File: config.mk
export PLATFORM = sky130hd
export DESIGN_NAME = i2c_master_write_sequencer
export DESIGN_NICKNAME = d
export VERILOG_FILES = /design/src/hdl/i2c_mws_pkg.sv /design/src/hdl/i2c_master_write_sequencer.sv
export SDC_FILE = /design/constraint.sdc
export NUM_CORES = 1
export LEC_CHECK = 0
export BUFFER_PORTS_ARGS = -buffer_cell sky130_fd_sc_hd__buf_2
export CAP_MARGIN = 20
export CORE_MARGIN = 10
export CORE_UTILIZATION = 40
export DETAILED_ROUTE_END_ITERATION = 10
export GPL_TIMING_DRIVEN = 0
export HOLD_SLACK_MARGIN = 0.02
export PLACE_DENSITY_LB_ADDON = 0.05
export SYNTH_ARGS = -nofsm -noshare
export SYNTH_HDL_FRONTEND = slang
export SYNTH_SLANG_ARGS = --single-unit
File: constraint.sdc
create_clock -name clk -period 3.8 [get_ports clk]
set_clock_uncertainty 0.1 [all_clocks]
set_input_delay 0.76 -clock clk [delete_from_list [all_inputs] [get_ports clk]]
set_output_delay 0.76 -clock clk [all_outputs]
set_load 0.005 [all_outputs]
File: src/hdl/i2c_mws_pkg.sv
package i2c_mws_pkg;

  // field widths
  localparam int ADDR_W  = 8;
  localparam int HALF_W  = 10;
  localparam int TOUT_W  = 10;
  localparam int BYTE_W  = 8;
  localparam int CFG_IDX_W  = 2;
  localparam int CFG_DATA_W = 10;
  localparam int S_TDATA_W  = 16;
  localparam int M_TDATA_W  = 8;

  // configuration register indexes
  localparam logic [CFG_IDX_W-1:0] CFG_DEV_ADDR      = 2'd0;
  localparam logic [CFG_IDX_W-1:0] CFG_HALF_PERIOD   = 2'd1;
  localparam logic [CFG_IDX_W-1:0] CFG_ACK_TIMEOUT   = 2'd2;

  // reset values of the configuration registers
  localparam logic [ADDR_W-1:0] ADDR_RESET = 8'h78;
  localparam logic [HALF_W-1:0] HALF_RESET = 10'd4;
  localparam logic [TOUT_W-1:0] TOUT_RESET = 10'd250;

  // control bytes sent between the address and the payload
  localparam logic [BYTE_W-1:0] CTRL_COMMAND = 8'h00;
  localparam logic [BYTE_W-1:0] CTRL_DATA    = 8'h40;

  // bits per byte on the wire
  localparam logic [3:0] BITS_PER_BYTE = 4'd8;

  // index of the last byte of the write (address, control, payload)
  localparam logic [1:0] LAST_BYTE = 2'd2;
  localparam logic [1:0] CTRL_BYTE = 2'd1;

  // result bit positions in m_tdata
  localparam int OUT_SCL    = 0;
  localparam int OUT_SDA    = 1;
  localparam int OUT_LISTEN = 2;
  localparam int OUT_BUSY   = 3;
  localparam int OUT_NACK   = 4;

endpackage

File: src/hdl/i2c_master_write_sequencer.sv
// channel   dir  handshake                beat contents
// s_*       in   s_tvalid / s_tready      one tick: request, payload, sda_in, is_data
// m_*       out  m_tvalid / m_tready      line levels and status for that tick
// cfg_*     in   cfg_valid / cfg_ready    register index and write data
//
// one tick per clock: the sequencer state and the result register update in the
// cycle a tick beat is taken, so the next tick can follow in the next cycle.
// s_tready is low only while a result waits in the output register and m_tready
// is low; cfg_ready is always high. rst is synchronous and returns the
// sequencer to idle with the configuration registers at their defaults.
module i2c_master_write_sequencer
  import i2c_mws_pkg::*;
#(
  parameter int TICK_COUNT_BITS = 10
) (
  input  logic                  clk,
  input  logic                  rst,
  // tick in
  input  logic                  s_tvalid,
  output logic                  s_tready,
  input  logic [S_TDATA_W-1:0]  s_tdata,   // request[0], payload[8:1], sda_in[9], zero[15:10]
  input  logic                  s_tuser,   // is_data[0]
  // result out
  output logic                  m_tvalid,
  input  logic                  m_tready,
  output logic [M_TDATA_W-1:0]  m_tdata,   // scl[0], sda_out[1], sda_listen[2], busy_res[3],
                                           // nacked[4], zero[7:5]
  output logic                  m_tlast,   // done_res[0]
  // configuration writes
  input  logic                  cfg_valid,
  output logic                  cfg_ready,
  input  logic [CFG_IDX_W-1:0]  cfg_index,
  input  logic [CFG_DATA_W-1:0] cfg_data
);

  localparam int CW = ((TICK_COUNT_BITS > HALF_W) ? TICK_COUNT_BITS : HALF_W) + 1;

  typedef enum logic [3:0] {
    PH_IDLE,
    PH_START,
    PH_BIT_LO,
    PH_BIT_HI,
    PH_ACK_LO,
    PH_ACK_HI,
    PH_STOP_LO,
    PH_STOP_HI,
    PH_STOP_REL
  } phase_t;

  logic [ADDR_W-1:0] dev_addr;
  logic [HALF_W-1:0] half_period;
  logic [TOUT_W-1:0] ack_timeout;

  phase_t                     phase, phase_next;
  logic [3:0]                 bit_count, bit_count_next;
  logic [1:0]                 byte_index, byte_index_next;
  logic [BYTE_W-1:0]          shifter, shifter_next;
  logic [TICK_COUNT_BITS-1:0] tick_count, tick_count_next;
  logic [TICK_COUNT_BITS-1:0] wait_count, wait_count_next;
  logic [BYTE_W-1:0]          held_payload, held_payload_next;
  logic                       held_kind, held_kind_next;
  logic                       aborted, aborted_next;

  logic              in_fire;
  logic              request, sda_in;
  logic [BYTE_W-1:0] payload;
  logic              tick_over, wait_over;
  logic [3:0]        bit_count_inc;
  logic [1:0]        byte_index_inc;
  logic              scl, sda, listen, busy, done, nack;

  assign cfg_ready = 1'b1;
  assign s_tready  = !m_tvalid || m_tready;
  assign in_fire   = s_tvalid && s_tready;

  assign request = s_tdata[0];
  assign payload = s_tdata[8:1];
  assign sda_in  = s_tdata[9];

  // zero registers behave as one since the compare is against count + 1
  assign tick_over = (CW'(tick_count) + CW'(1) >= CW'(half_period)) || (tick_count == '1);
  assign wait_over = (CW'(wait_count) + CW'(1) >= CW'(ack_timeout)) || (wait_count == '1);
  assign bit_count_inc  = bit_count + 4'd1;
  assign byte_index_inc = byte_index + 2'd1;

  always_comb begin
    phase_next        = phase;
    bit_count_next    = bit_count;
    byte_index_next   = byte_index;
    shifter_next      = shifter;
    tick_count_next   = tick_count;
    wait_count_next   = wait_count;
    held_payload_next = held_payload;
    held_kind_next    = held_kind;
    aborted_next      = aborted;
    scl    = 1'b1;
    sda    = 1'b1;
    listen = 1'b0;
    busy   = 1'b1;
    done   = 1'b0;
    nack   = 1'b0;

    case (phase)
      PH_START, PH_BIT_LO, PH_BIT_HI, PH_ACK_LO, PH_STOP_LO, PH_STOP_HI,
      PH_STOP_REL: begin
        tick_count_next = tick_over ? '0 : tick_count + 1'b1;
      end
      default: ;
    endcase

    case (phase)
      PH_START: begin
        sda = 1'b0;
        if (tick_over) begin
          shifter_next    = dev_addr;
          bit_count_next  = '0;
          byte_index_next = '0;
          phase_next      = PH_BIT_LO;
        end
      end
      PH_BIT_LO: begin
        scl = 1'b0;
        sda = shifter[BYTE_W-1];
        if (tick_over) phase_next = PH_BIT_HI;
      end
      PH_BIT_HI: begin
        sda = shifter[BYTE_W-1];
        if (tick_over) begin
          shifter_next   = {shifter[BYTE_W-2:0], 1'b0};
          bit_count_next = bit_count_inc;
          phase_next     = (bit_count_inc >= BITS_PER_BYTE) ? PH_ACK_LO : PH_BIT_LO;
        end
      end
      PH_ACK_LO: begin
        scl    = 1'b0;
        listen = 1'b1;
        if (tick_over) begin
          wait_count_next = '0;
          phase_next      = PH_ACK_HI;
        end
      end
      PH_ACK_HI: begin
        listen = 1'b1;
        if (!sda_in) begin
          wait_count_next = '0;
          tick_count_next = '0;
          if (byte_index >= LAST_BYTE) begin
            phase_next = PH_STOP_LO;
          end else begin
            byte_index_next = byte_index_inc;
            if (byte_index_inc == CTRL_BYTE) begin
              shifter_next = held_kind ? CTRL_DATA : CTRL_COMMAND;
            end else begin
              shifter_next = held_payload;
            end
            bit_count_next = '0;
            phase_next     = PH_BIT_LO;
          end
        end else if (wait_over) begin
          // no acknowledge in time: skip the rest and send stop
          wait_count_next = '0;
          tick_count_next = '0;
          aborted_next    = 1'b1;
          phase_next      = PH_STOP_LO;
        end else begin
          wait_count_next = wait_count + 1'b1;
        end
      end
      PH_STOP_LO: begin
        scl = 1'b0;
        sda = 1'b0;
        if (tick_over) phase_next = PH_STOP_HI;
      end
      PH_STOP_HI: begin
        sda = 1'b0;
        if (tick_over) phase_next = PH_STOP_REL;
      end
      PH_STOP_REL: begin
        if (tick_over) begin
          done         = 1'b1;
          nack         = aborted;
          aborted_next = 1'b0;
          phase_next   = PH_IDLE;
        end
      end
      default: begin
        busy       = 1'b0;
        phase_next = PH_IDLE;
        if (request) begin
          held_payload_next = payload;
          held_kind_next    = s_tuser;
          aborted_next      = 1'b0;
          bit_count_next    = '0;
          byte_index_next   = '0;
          wait_count_next   = '0;
          tick_count_next   = '0;
          phase_next        = PH_START;
        end
      end
    endcase
  end

  always_ff @(posedge clk) begin
    if (rst) begin
      dev_addr      <= ADDR_RESET;
      half_period   <= HALF_RESET;
      ack_timeout   <= TOUT_RESET;
      phase         <= PH_IDLE;
      bit_count     <= '0;
      byte_index    <= '0;
      shifter       <= '0;
      tick_count    <= '0;
      wait_count    <= '0;
      held_payload  <= '0;
      held_kind     <= 1'b0;
      aborted       <= 1'b0;
      m_tvalid      <= 1'b0;
    end else begin
      if (cfg_valid && cfg_ready) begin
        case (cfg_index)
          CFG_DEV_ADDR:      dev_addr      <= cfg_data[ADDR_W-1:0];
          CFG_HALF_PERIOD:   half_period   <= cfg_data[HALF_W-1:0];
          CFG_ACK_TIMEOUT:   ack_timeout   <= cfg_data[TOUT_W-1:0];
          default: ;
        endcase
      end
      if (in_fire) begin
        phase        <= phase_next;
        bit_count    <= bit_count_next;
        byte_index   <= byte_index_next;
        shifter      <= shifter_next;
        tick_count   <= tick_count_next;
        wait_count   <= wait_count_next;
        held_payload <= held_payload_next;
        held_kind    <= held_kind_next;
        aborted      <= aborted_next;
        m_tvalid     <= 1'b1;
      end else if (m_tready) begin
        m_tvalid <= 1'b0;
      end
    end
  end

  // result register, no reset needed
  always_ff @(posedge clk) begin
    if (in_fire) begin
      m_tdata <= {3'b000, nack, busy, listen, sda, scl};
      m_tlast <= done;
    end
  end

`ifndef SYNTHESIS
  a_done_busy: assert property (@(posedge clk) disable iff (rst)
    m_tvalid && m_tlast |-> m_tdata[OUT_BUSY])
    else $error("done beat without busy");

  a_nack_done: assert property (@(posedge clk) disable iff (rst)
    m_tvalid && m_tdata[OUT_NACK] |-> m_tlast)
    else $error("nack reported outside the done beat");

  a_listen_released: assert property (@(posedge clk) disable iff (rst)
    m_tvalid && m_tdata[OUT_LISTEN] |-> m_tdata[OUT_SDA])
    else $error("sda driven low while listening for ack");

  a_idle_not_busy: assert property (@(posedge clk) disable iff (rst)
    in_fire && phase == PH_IDLE |=> m_tvalid && !m_tdata[OUT_BUSY])
    else $error("idle tick reported busy");

  a_bit_count_range: assert property (@(posedge clk) disable iff (rst)
    bit_count <= BITS_PER_BYTE)
    else $error("bit counter ran past a byte");
`endif

endmodule

* Word-level counts from Yosys, hierarchy flattened
Index checks and enable logic that the tools add are counted.
** Word-level totals
- Flip-flop bits (word level) :: 83
- Bits in latches :: 0
- Memory bits (writable) :: 0
- Memory bits (read-only) :: 0
- Output and inout bits :: 12
- Memories kept :: 0
** Operators by class
- $add $sub $neg :: 6
- Multiply operators :: 0
- Div/mod/pow operators :: 0
- Order comparisons :: 4
- Equality and inequality tests :: 25
- Shifts and indexed selects :: 0
- Multiplexer cells :: 53
- Bitwise operators :: 5
- Reductions and logical operators :: 33
** Operators with widths (number)
- 2-to-1 mux 10 bit :: 9
- 2-to-1 mux 4 bit :: 13
- 2-to-1 mux 8 bit :: 5
- case mux 4 bit (8 select lines) :: 1
- case mux 10 bit (3 select lines) :: 1
- case mux 8 bit (3 select lines) :: 1
- adder 10 x 1 -> 11 bit (second input constant) :: 2
- greater-or-equal comparator 11 x 10 -> 1 bit :: 2
- != test 2 bit (second input constant) :: 11
- adder 10 x 1 -> 10 bit (second input constant) :: 2
- equality test 10 bit (second input constant) :: 2
- case mux 10 bit (2 select lines) :: 1
- AND reduction 6 bit :: 3
- OR reduction 6 bit :: 3
- equality test 4 x 3 -> 1 bit (second input constant) :: 4
- case mux 4 bit (4 select lines) :: 1
- nonzero test 3 bit :: 4
- 2-to-1 mux 1 bit :: 11
- AND reduction 9 bit :: 1
- equality test 4 x 2 -> 1 bit (second input constant) :: 2
- 2-to-1 mux 2 bit :: 4
- AND reduction 2 bit :: 4
- OR reduction 8 bit :: 1
- 2-to-1 mux 7 bit :: 1
- other kinds (27) :: 37

* Depth between registers and ports, before layout
Gate-level depths: netlist of the first run.
- Depth after elaboration :: 8
- Depth in mapped cells :: 14

* Least setup slack after synthesis of the first run
No wires, ideal clock.
- Kind :: flip-flop to flip-flop
- Start :: register tick_count[0]
- End :: register shifter[7]
- Arrival :: 3.014 ns
- Required time :: 3.584 ns
- Slack :: 0.570 ns
- Cell stages (with the launch flop) :: 14
- Clock period less this slack :: 3.230 ns
- Cells stage by stage :: dfxtp_1 -> ha_1 -> nand3_1 -> and2_1 -> or2_2 -> ha_1 -> and2_1 -> a221o_1 -> a41o_2 -> a211o_1 -> buf_6 -> and2_4 -> buf_6 -> o211a_1
** Between the ends
- Cells in the longest elaborated chain, start to end :: 5
- Elaborated cells between the ends (all ways) :: 7
- Classes of those cells :: 1 x add/sub; 1 x order compare; 3 x eq/ne; 2 x reduce/logical
** Ends and longest elaborated chain
- from (decl) :: line i2c_master_write_sequencer.sv:58 : logic [TICK_COUNT_BITS-1:0] tick_count, tick_count_next;
- from (signal assigned) :: line i2c_master_write_sequencer.sv:232 : tick_count <= tick_count_next;
- adder 10 x 1 -> 11 bit :: line i2c_master_write_sequencer.sv:81 : assign tick_over = (CW'(tick_count) + CW'(1) >= CW'(half_period)) || (tick_count == '1);
- greater-or-equal comparator 11 x 10 -> 1 bit :: line i2c_master_write_sequencer.sv:81
- logical OR 1 bit (*) :: line i2c_master_write_sequencer.sv:81
- != test 2 bit (no line)
- AND reduction 6 bit (no line) (*)
- to (signal assigned) :: line i2c_master_write_sequencer.sv:231 : shifter <= shifter_next;
- to (decl) :: line i2c_master_write_sequencer.sv:57 : logic [BYTE_W-1:0] shifter, shifter_next;
Every way passes the cells marked *; elsewhere a longest branch is shown, timed or not.
A chain may end at the register's enable or synchronous reset.

* Worst setup path in the final report of the first run
Ends and elaborated chain as after synthesis.

==> results of run 1 <==
-- through the flow --
| stage | worst slack, ns | instances | total power, mW | hold slack [ns] |
|---|---|---|---|---|
| finish | 0.256 | 721 | 2.00 | 0.355 |
| CTS | 0.201 | 721 | 2.02 | 0.357 |
| global route | 0.0382 | 721 | 2.09 | 0.397 |
| global placement | 0.275 | 705 | 1.17 | 0.349 |
| floorplan | 0.570 | 527 | 1.09 | 0.336 |
| detailed placement | 0.245 | 705 | 1.17 | 0.347 |
-- final cells by class --
type	instances	area [um^2]	share of cell area, %
inverter	29	109	2.04
multi-input combinational	385	2720	50.8
timing repair buffer	35	175	3.28
clock buffer	10	239	4.48
sequential	83	1720	32.2
buffer	30	155	2.91
clock inverter	6	46.3	0.867
tap	143	179	3.35
-- kinds of logic after synthesis --
group | after synthesis | share of synthesized area [%]
AO/OA/AOI/OAI | 132 | 21.9
XOR/XNOR | 15 | 2.81
adder cells (fa/ha/maj) | 26 | 6.90
buffers and inverters | 59 | 5.64
flip-flops | 83 | 36.8
multiplexers | 30 | 6.45
other | 2 | 0.161
AND/OR/NAND/NOR | 178 | 19.3
-- registers in the layout (all words and copies together) (netlist names) --
signal        cells
ack_timeout      10
half_period      10
m_tlast           1
aborted           1
phase             4
held_payload      8
dev_addr          8
m_tdata           5
m_tvalid          1
shifter           8
held_kind         1
wait_count       10
tick_count       10
byte_index        2
bit_count         4
-- repair_timing --
action | CTS | global route
gates resized for setup | 0 | 2
setup buffers | 0 | 0
hold buffers | 0 | 0
setup endpoints to repair | 0 | 1
-- layout by cell type (no fill, tap or decap), types with 9 or more instances in the layout --
master | Yosys | final
dfxtp_1 | 77 | 77
nand2_1 | 45 | 45
buf_2 | 6 | 41
nor2_1 | 39 | 39
a21oi_1 | 30 | 30
mux2i_1 | 29 | 29
inv_1 | 27 | 27
ha_1 | 25 | 25
o21ai_0 | 19 | 19
nand3_1 | 17 | 17
nor3_1 | 13 | 13
o211ai_1 | 13 | 13
nor2b_1 | 12 | 12
xnor2_1 | 11 | 11
and3_1 | 9 | 9
clkbuf_1 | 9 | 9
clkbuf_16 | 0 | 9
-- metal layers --
layer | up-vias | routed length [um] | global-route usage [%]
li1 | 2017 | - | -
met3 | 17 | 586 | 3.85
met1 | 1850 | 5870 | 19.4
met4 | 0 | 189 | 4.90
met5 | - | 0 | 0
met2 | 79 | 6020 | 26.3
-- power by group through the flow --
| stage | sequential (mW) | combinational (mW) | clock [mW] |
|---|---|---|---|
| global placement | 0.939 | 0.229 | 0 |
| finish | 0.920 | 0.235 | 0.845 |
| floorplan | 0.936 | 0.154 | 0 |
| CTS | 0.920 | 0.233 | 0.871 |
| detailed placement | 0.940 | 0.231 | 0 |
| global route | 0.923 | 0.259 | 0.913 |
-- how the worst max path moves through the flow --
stage / slack (ns) / end / startpoint
3_5_place_dp: 0.24 / tick_count[0] / tick_count[0]
6_report: 0.26 / shifter[7] / tick_count[0]
3_3_place_gp: 0.27 / tick_count[0] / tick_count[0]
4_1_cts: 0.20 / tick_count[0] / tick_count[0]
5_1_grt: 0.04 / wait_count[2] / tick_count[0]
2_1_floorplan: 0.57 / shifter[7] / tick_count[0]
-- worst min-delay path: stages (launching register included) --
cell and delay [ns]:
dfxtp_1 0.31, nand2_1 0.05, a21oi_1 0.05
==> flow_summary.ini, run 1 <==
[die]
die_area_um2 = 16400
fp-row-count = 39
core_area_um2 = 11400
initial_core_util_pct = 41.0
fp.dieH_um = 128
fp.dieW_um = 128
pin_count = 46

[min_path]
hold_path.class = flip-flop to flip-flop
whs_endpoint = ack_timeout[8]
min_from = ack_timeout[8]
holdPathStages = 2

[sta]
period_needed_ns = 3.54
slew_viol_final = 0
rsz0062_at_grt = no
post-route-period-util_pct = 93.3
setup_violations = 0
fin_tns_setup_ns = 0
finalHoldViolations = 0
max_freq_mhz = 282
slew_headroom_pct = 37.2
worst_slew_pin_slew_ns = 0.932

[clock_tree]
cts_buffers = 9
h-tree-depth = 3
cts.sink_count = 83
cts_tree = built
path_clk_slew_ns = 0.07
clock_latency_ns = 0.35
clk_path_buf_depth = 2
clock-root-buffer = clkbuf_16

[worst_setup_path]
r2r_cells = 13
cp.depth = 13
critical_path_arrival_ns = 3.69
critical_path_class = flip-flop to flip-flop
critPathMaxStageDelay_ns = 0.41
critPathMaxFanout = 9
r2r_slack_ns = 0.26
path_cells = ha_1, nand3_1, and2_1, or2_2, ha_1, and2_1, a221o_1, a41o_2, a211o_1, buf_6, and2_4, buf_6, o211a_1
timing.rr.end = shifter[7]
end_kind = flip-flop
cpMaxStageDelayCell = dfxtp_1
required_ns = 3.94
path_buf_inv = 2
r2r-start = tick_count[0]
startpoint_type = flip-flop
cp_top_family = compound AO/OA/AOI/OAI gates

[detailed_routing]
drc_errors = 0
first_pass_iters = 5
drtIter0Drc = 235
ant_nets = 0
wl_per_cell_um = 17.6
viasPerCell = 5.50
num_vias = 3963
wirelength_mm = 12.7

[status]
outcome = complete, no violations

[power_and_ir_drop]
seqPwrFrac_pct = 46.0
comb_power_share_pct = 11.7
p_switching_mw = 0.538
switching_share_pct = 26.9
clock_power_share_pct = 42.3
p_int_mw = 1.46
cellPowerDensity_nw_per_um2 = 374
ir_drop_v = 0.000288
p_leak_nw = 2.27

[placed_design]
place.gp.congestion = 0.859
place_area_um2 = 5040
io_buffers = 35
dp_hpwl_mm = 9.71

[synth]
yosysTopAreaCell = dfxtp_1
synth_area_um2 = 4680
synth-seq-area-share_pct = 36.8
synthTopCellsByArea = dfxtp_1, ha_1, mux2i_1, edfxtp_1, nand2_1
synth_top_cell_area_share_pct = 32.9
netlist_instances = 525
syn_area_per_cell_um2 = 8.91
async_flop_share_pct = 0
synth_cell_types = 74
ys_ff_latch = 83
synth_edf_count = 6
synth.most_common_cell = dfxtp_1
ys.flop_type = dfxtp_1
yosys_warnings = 0
synthTopCellsByCount = dfxtp_1, nand2_1, nor2_1

[global_routing]
grt_max_degree = 16
grt_overflow = 0
grt_pass1_vias = 3938
grt_pass1_wl_mm = 20.5
antenna_found_initial = 0
track_usage_pct = 15.7

[final_layout]
syn2layout_area_growth_pct = 14.1
fill_cells = 1148
drive_above_1_share_pct = 15.9
num_antenna_cells = 0
design_area_um2 = 5340
layout.nets = 632
finish.utilization_pct = 46.8

[flow_run]
maxCapViolations = 0
(Power assumes the default switching activity.)
==> run 2: changes to the inputs <==
Settings changed: CORE_ASPECT_RATIO set to 0.8.
==> flow_summary.ini, run 2 (synthesis results as in run 1) <==
[detailed_routing]
drc_errors = 0
drtIter0Drc = 312
first_pass_iters = 7
wirelength_mm = 12.8
viasPerCell = 5.59
ant_nets = 0
num_vias = 4047
wl_per_cell_um = 17.7

[clock_tree]
cts_buffers = 9
cts_tree = built
clock-root-buffer = clkbuf_16
postCtsSetupRepairBufs = 0
cts.sink_count = 83
h-tree-depth = 3
clock_latency_ns = 0.34
path_clk_slew_ns = 0.06
clk_path_buf_depth = 2

[global_routing]
track_usage_pct = 15.5
grt_pass1_wl_mm = 20.4
antenna_found_initial = 0
grt_pass1_vias = 3841
grt_max_degree = 14
grt_overflow = 0

[sta]
max_freq_mhz = 282
setup_slack_ns = 0.253
rsz0062_at_grt = no
slew_viol_final = 0
slew_headroom_pct = 43.2
fin_tns_setup_ns = 0
worst_slew_pin_slew_ns = 0.843
post-route-period-util_pct = 93.3
setup_violations = 0
finalHoldViolations = 0
period_needed_ns = 3.55

[die]
fp-row-count = 35
die_area_um2 = 16400
fp.dieH_um = 117
pin_count = 46
core_area_um2 = 11500
fp.dieW_um = 141
initial_core_util_pct = 40.8

[power_and_ir_drop]
comb_power_share_pct = 12.0
p_leak_nw = 2.26
p_int_mw = 1.45
ir_drop_v = 0.000254
p_switching_mw = 0.518
seqPwrFrac_pct = 46.9
cellPowerDensity_nw_per_um2 = 369
clock_power_share_pct = 41.2
switching_share_pct = 26.4

[final_layout]
drive_above_1_share_pct = 15.6
final_common_cell = dfxtp_1
num_antenna_cells = 0
finalNonFillerCells = 724
syn2layout_area_growth_pct = 13.9
final_cell_mix = dfxtp_1, nand2_1, buf_2
layout.nets = 632

[worst_setup_path]
startpoint_type = flip-flop
required_ns = 3.94
critical_path_arrival_ns = 3.68
critPathMaxFanout = 9
end_kind = flip-flop
critical_path_class = flip-flop to flip-flop

[status]
outcome = complete, no violations

[placed_design]
place.gp.congestion = 0.855
dp_hpwl_mm = 9.80
dp.cells = 710
pre_cts_ws_ns = 0.183
io_buffers = 35

[min_path]
hold_path.class = flip-flop to flip-flop

[flow_run]
maxCapViolations = 0
## run 2: what timing repair did
item                       4_1_cts  5_1_grt
hold buffers                     0        0
setup endpoints to repair        0       12
hold endpoints to repair         0        0
gates resized for setup          0        2
## run 2: per-stage QoR
| step | hold WS, ns | utilization, % | cell area, um^2 | total power [mW] |
|---|---|---|---|---|
| after floorplan | 0.336 | - | 4690 | 1.09 |
| after global placement | 0.347 | 44.0 | 5050 | 1.17 |
| after detailed placement | 0.348 | 44.0 | 5050 | 1.17 |
| after CTS | 0.364 | 46.3 | 5310 | 1.99 |
| after global routing | 0.392 | 46.4 | 5330 | 2.05 |
| final | 0.361 | 46.4 | 5330 | 1.97 |
## run 2: layout make-up
cell class	count	area, um^2
flip-flops and latches	83	1720
multi-input cells	385	2720
fillers	1146	6150
plain buffers	30	155
repair buffers	35	175
clock buffers	10	239
inverters	29	109
clock inverters	4	26.3
well taps	148	185
## run 2: path summary, 6_finish.rpt
path	start	end	slack, ns	depth (start not counted)
setup / recovery	tick_count[0]	shifter[7]	0.25	13
hold / removal	ack_timeout[2]	ack_timeout[2]	0.36	2
setup reg to reg	tick_count[0]	shifter[7]	0.25	13
hold reg to reg	ack_timeout[2]	ack_timeout[2]	0.36	2
## run 2: worst max-delay path, stage by stage, from the launching register on
cell and delay (ns):
dfxtp_1 0.42, ha_1 0.27, nand3_1 0.15, and2_1 0.20, or2_2 0.30, ha_1 0.29
and2_1 0.18, a221o_1 0.31, a41o_2 0.30, a211o_1 0.28, buf_6 0.15, and2_4 0.14
buf_6 0.14, o211a_1 0.20
## run 2: power groups by stage
stage	Clock, mW	Sequential [mW]	Combinational [mW]
after floorplan	0	0.936	0.154
after global placement	0	0.940	0.228
after detailed placement	0	0.940	0.231
after CTS	0.833	0.921	0.232
after global routing	0.863	0.924	0.260
final	0.809	0.921	0.235
## run 2: per-layer routing
metal | global-route usage [%] | part of all wire (%)
met5 | 0 | 0
met4 | 2.82 | 0.86
met3 | 4.55 | 5.8
met2 | 23.8 | 43
met1 | 21.3 | 51
==> run 3: changes to the inputs <==
Settings changed: ABC_AREA set to 1, CTS_BUF_LIST set to sky130_fd_sc_hd__clkbuf_8 sky130_fd_sc_hd__clkbuf_16.
==> flow_summary.ini, run 3 <==
[clock_tree]
cts_buffers = 9
clock-root-buffer = clkbuf_16
cts.repair.resized = 0
clock_latency_ns = 0.33
postCtsSetupRepairBufs = 0
path_clk_slew_ns = 0.06
cts_hold_buf = 0
h-tree-depth = 3
clk_path_buf_depth = 2
cts_tree = built
cts.sink_count = 83

[synth]
ys_ff_latch = 83
yosys_warnings = 0
synth_cell_types = 41
synth_area_um2 = 4640
async_flop_share_pct = 0
ys.flop_type = dfxtp_1
synthTopCellsByArea = dfxtp_1, nand2_1, a21oi_1, ha_1, inv_1
synth_edf_count = 6
synthTopCellsByCount = nand2_1, inv_1, dfxtp_1
yosysTopAreaCell = dfxtp_1
netlist_instances = 660
synth-seq-area-share_pct = 37.1
synth.most_common_cell = nand2_1
syn_area_per_cell_um2 = 7.03
synth_top_cell_area_share_pct = 33.2

[status]
outcome = complete, no violations

[global_routing]
grt_pass1_vias = 4033
grt_pass1_wl_mm = 20.2
grt_max_degree = 16
track_usage_pct = 14.9
grt_overflow = 0
antenna_found_initial = 0

[die]
fp.dieH_um = 116
die_area_um2 = 16300
fp-row-count = 35
initial_core_util_pct = 40.6
core_area_um2 = 11400
pin_count = 46
fp.dieW_um = 140

[worst_setup_path]
r2r_cells = 16
critPathMaxFanout = 10
end_kind = flip-flop
required_ns = 3.96
critical_path_class = flip-flop to flip-flop
critical_path_arrival_ns = 3.49
startpoint_type = flip-flop

[sta]
setup_slack_ns = 0.471
fin_tns_setup_ns = 0
slew_viol_final = 0
whs_ns = 0.346
post-route-period-util_pct = 87.6
finalHoldViolations = 0
worst_slew_pin_slew_ns = 0.792
max_freq_mhz = 300
period_needed_ns = 3.33
slew_headroom_pct = 47.2
setup_violations = 0
rsz0062_at_grt = no

[placed_design]
place.gp.congestion = 0.897
pre_cts_ws_ns = 0.533
dp_hpwl_mm = 9.04
io_buffers = 35
dp.cells = 845

[detailed_routing]
drtIter0Drc = 262
drc_errors = 0
wl_per_cell_um = 13.8
first_pass_iters = 5
num_vias = 4231
wirelength_mm = 11.9
viasPerCell = 4.92
ant_nets = 0

[final_layout]
final_common_cell = nand2_1
finalNonFillerCells = 860
num_antenna_cells = 0
syn2layout_area_growth_pct = 13.7
drive_above_1_share_pct = 12.2
final_cell_mix = nand2_1, inv_1, dfxtp_1
layout.nets = 767

[power_and_ir_drop]
ir_drop_v = 0.000312
p_leak_nw = 2.42
cellPowerDensity_nw_per_um2 = 586

[min_path]
holdPathStages = 2
hold_path.class = flip-flop to flip-flop

[flow_run]
maxCapViolations = 0
-- run 3: layer usage --
metal	part of all wire (%)	GRT usage (%)	wire, um
met1	52	20.3	6200
met4	0.61	3.57	73
met5	0	0	0
met2	42	22.9	5000
met3	5.1	4.02	605
-- run 3: cell type report --
class / count / area, um^2
tap: 148 / 185
buffer: 26 / 141
multi-input combinational: 463 / 2440
sequential: 83 / 1720
inverter: 90 / 340
timing repair buffer: 35 / 175
fill: 1198 / 6150
clock buffer: 10 / 239
clock inverter: 5 / 30.0
-- run 3: path summary, 6_finish.rpt --
path                 startpoint       endpoint  slack (ns)
hold / removal        held_kind      held_kind        0.35
setup / recovery  wait_count[2]  tick_count[6]        0.47
hold reg to reg       held_kind      held_kind        0.35
setup reg to reg  wait_count[2]  tick_count[6]        0.47
-- run 3: cell families (layout without fill, tap and decap cells) --
logic type	count (synthesis)	after routing	synth area share, %
adders and majority gates	25	25	6.74
and+or+nand+nor	284	284	26.2
xor gates and xnor gates	17	17	3.21
other	2	4	0.162
DFF	83	83	37.1
AOI/OAI and AO/OA	133	133	16.2
buffers and inverters	116	166	10.4
-- run 3: where the power goes --
part / switching, mW / internal [mW]
registers: 0.0941 / 1.04
logic: 0.761 / 0.394
clock network: 0.355 / 0.454
-- run 3: stage by stage --
stage | power (mW) | utilization [%] | cell area [um^2]
finish | 3.09 | 46.2 | 5280
global route | 3.33 | 46.2 | 5280
CTS | 3.12 | 46.2 | 5280
detailed placement | 2.30 | 43.8 | 5010
global placement | 2.29 | 43.8 | 5010
floorplan | 2.00 | - | 4650
-- run 3: critical path, stage by stage (launching register included) --
cell	delay, ns
dfxtp_1	0.42
nand2_1	0.11
nor2_1	0.11
nand2_1	0.08
nor3_1	0.35
nand3_1	0.17
xnor2_1	0.22
ha_1	0.28
a21oi_1	0.21
nand2_1	0.08
nor2_1	0.09
nand3_1	0.15
nand2_1	0.09
nand2_1	0.17
nand2_1	0.35
nand3_1	0.12
a21oi_1	0.16
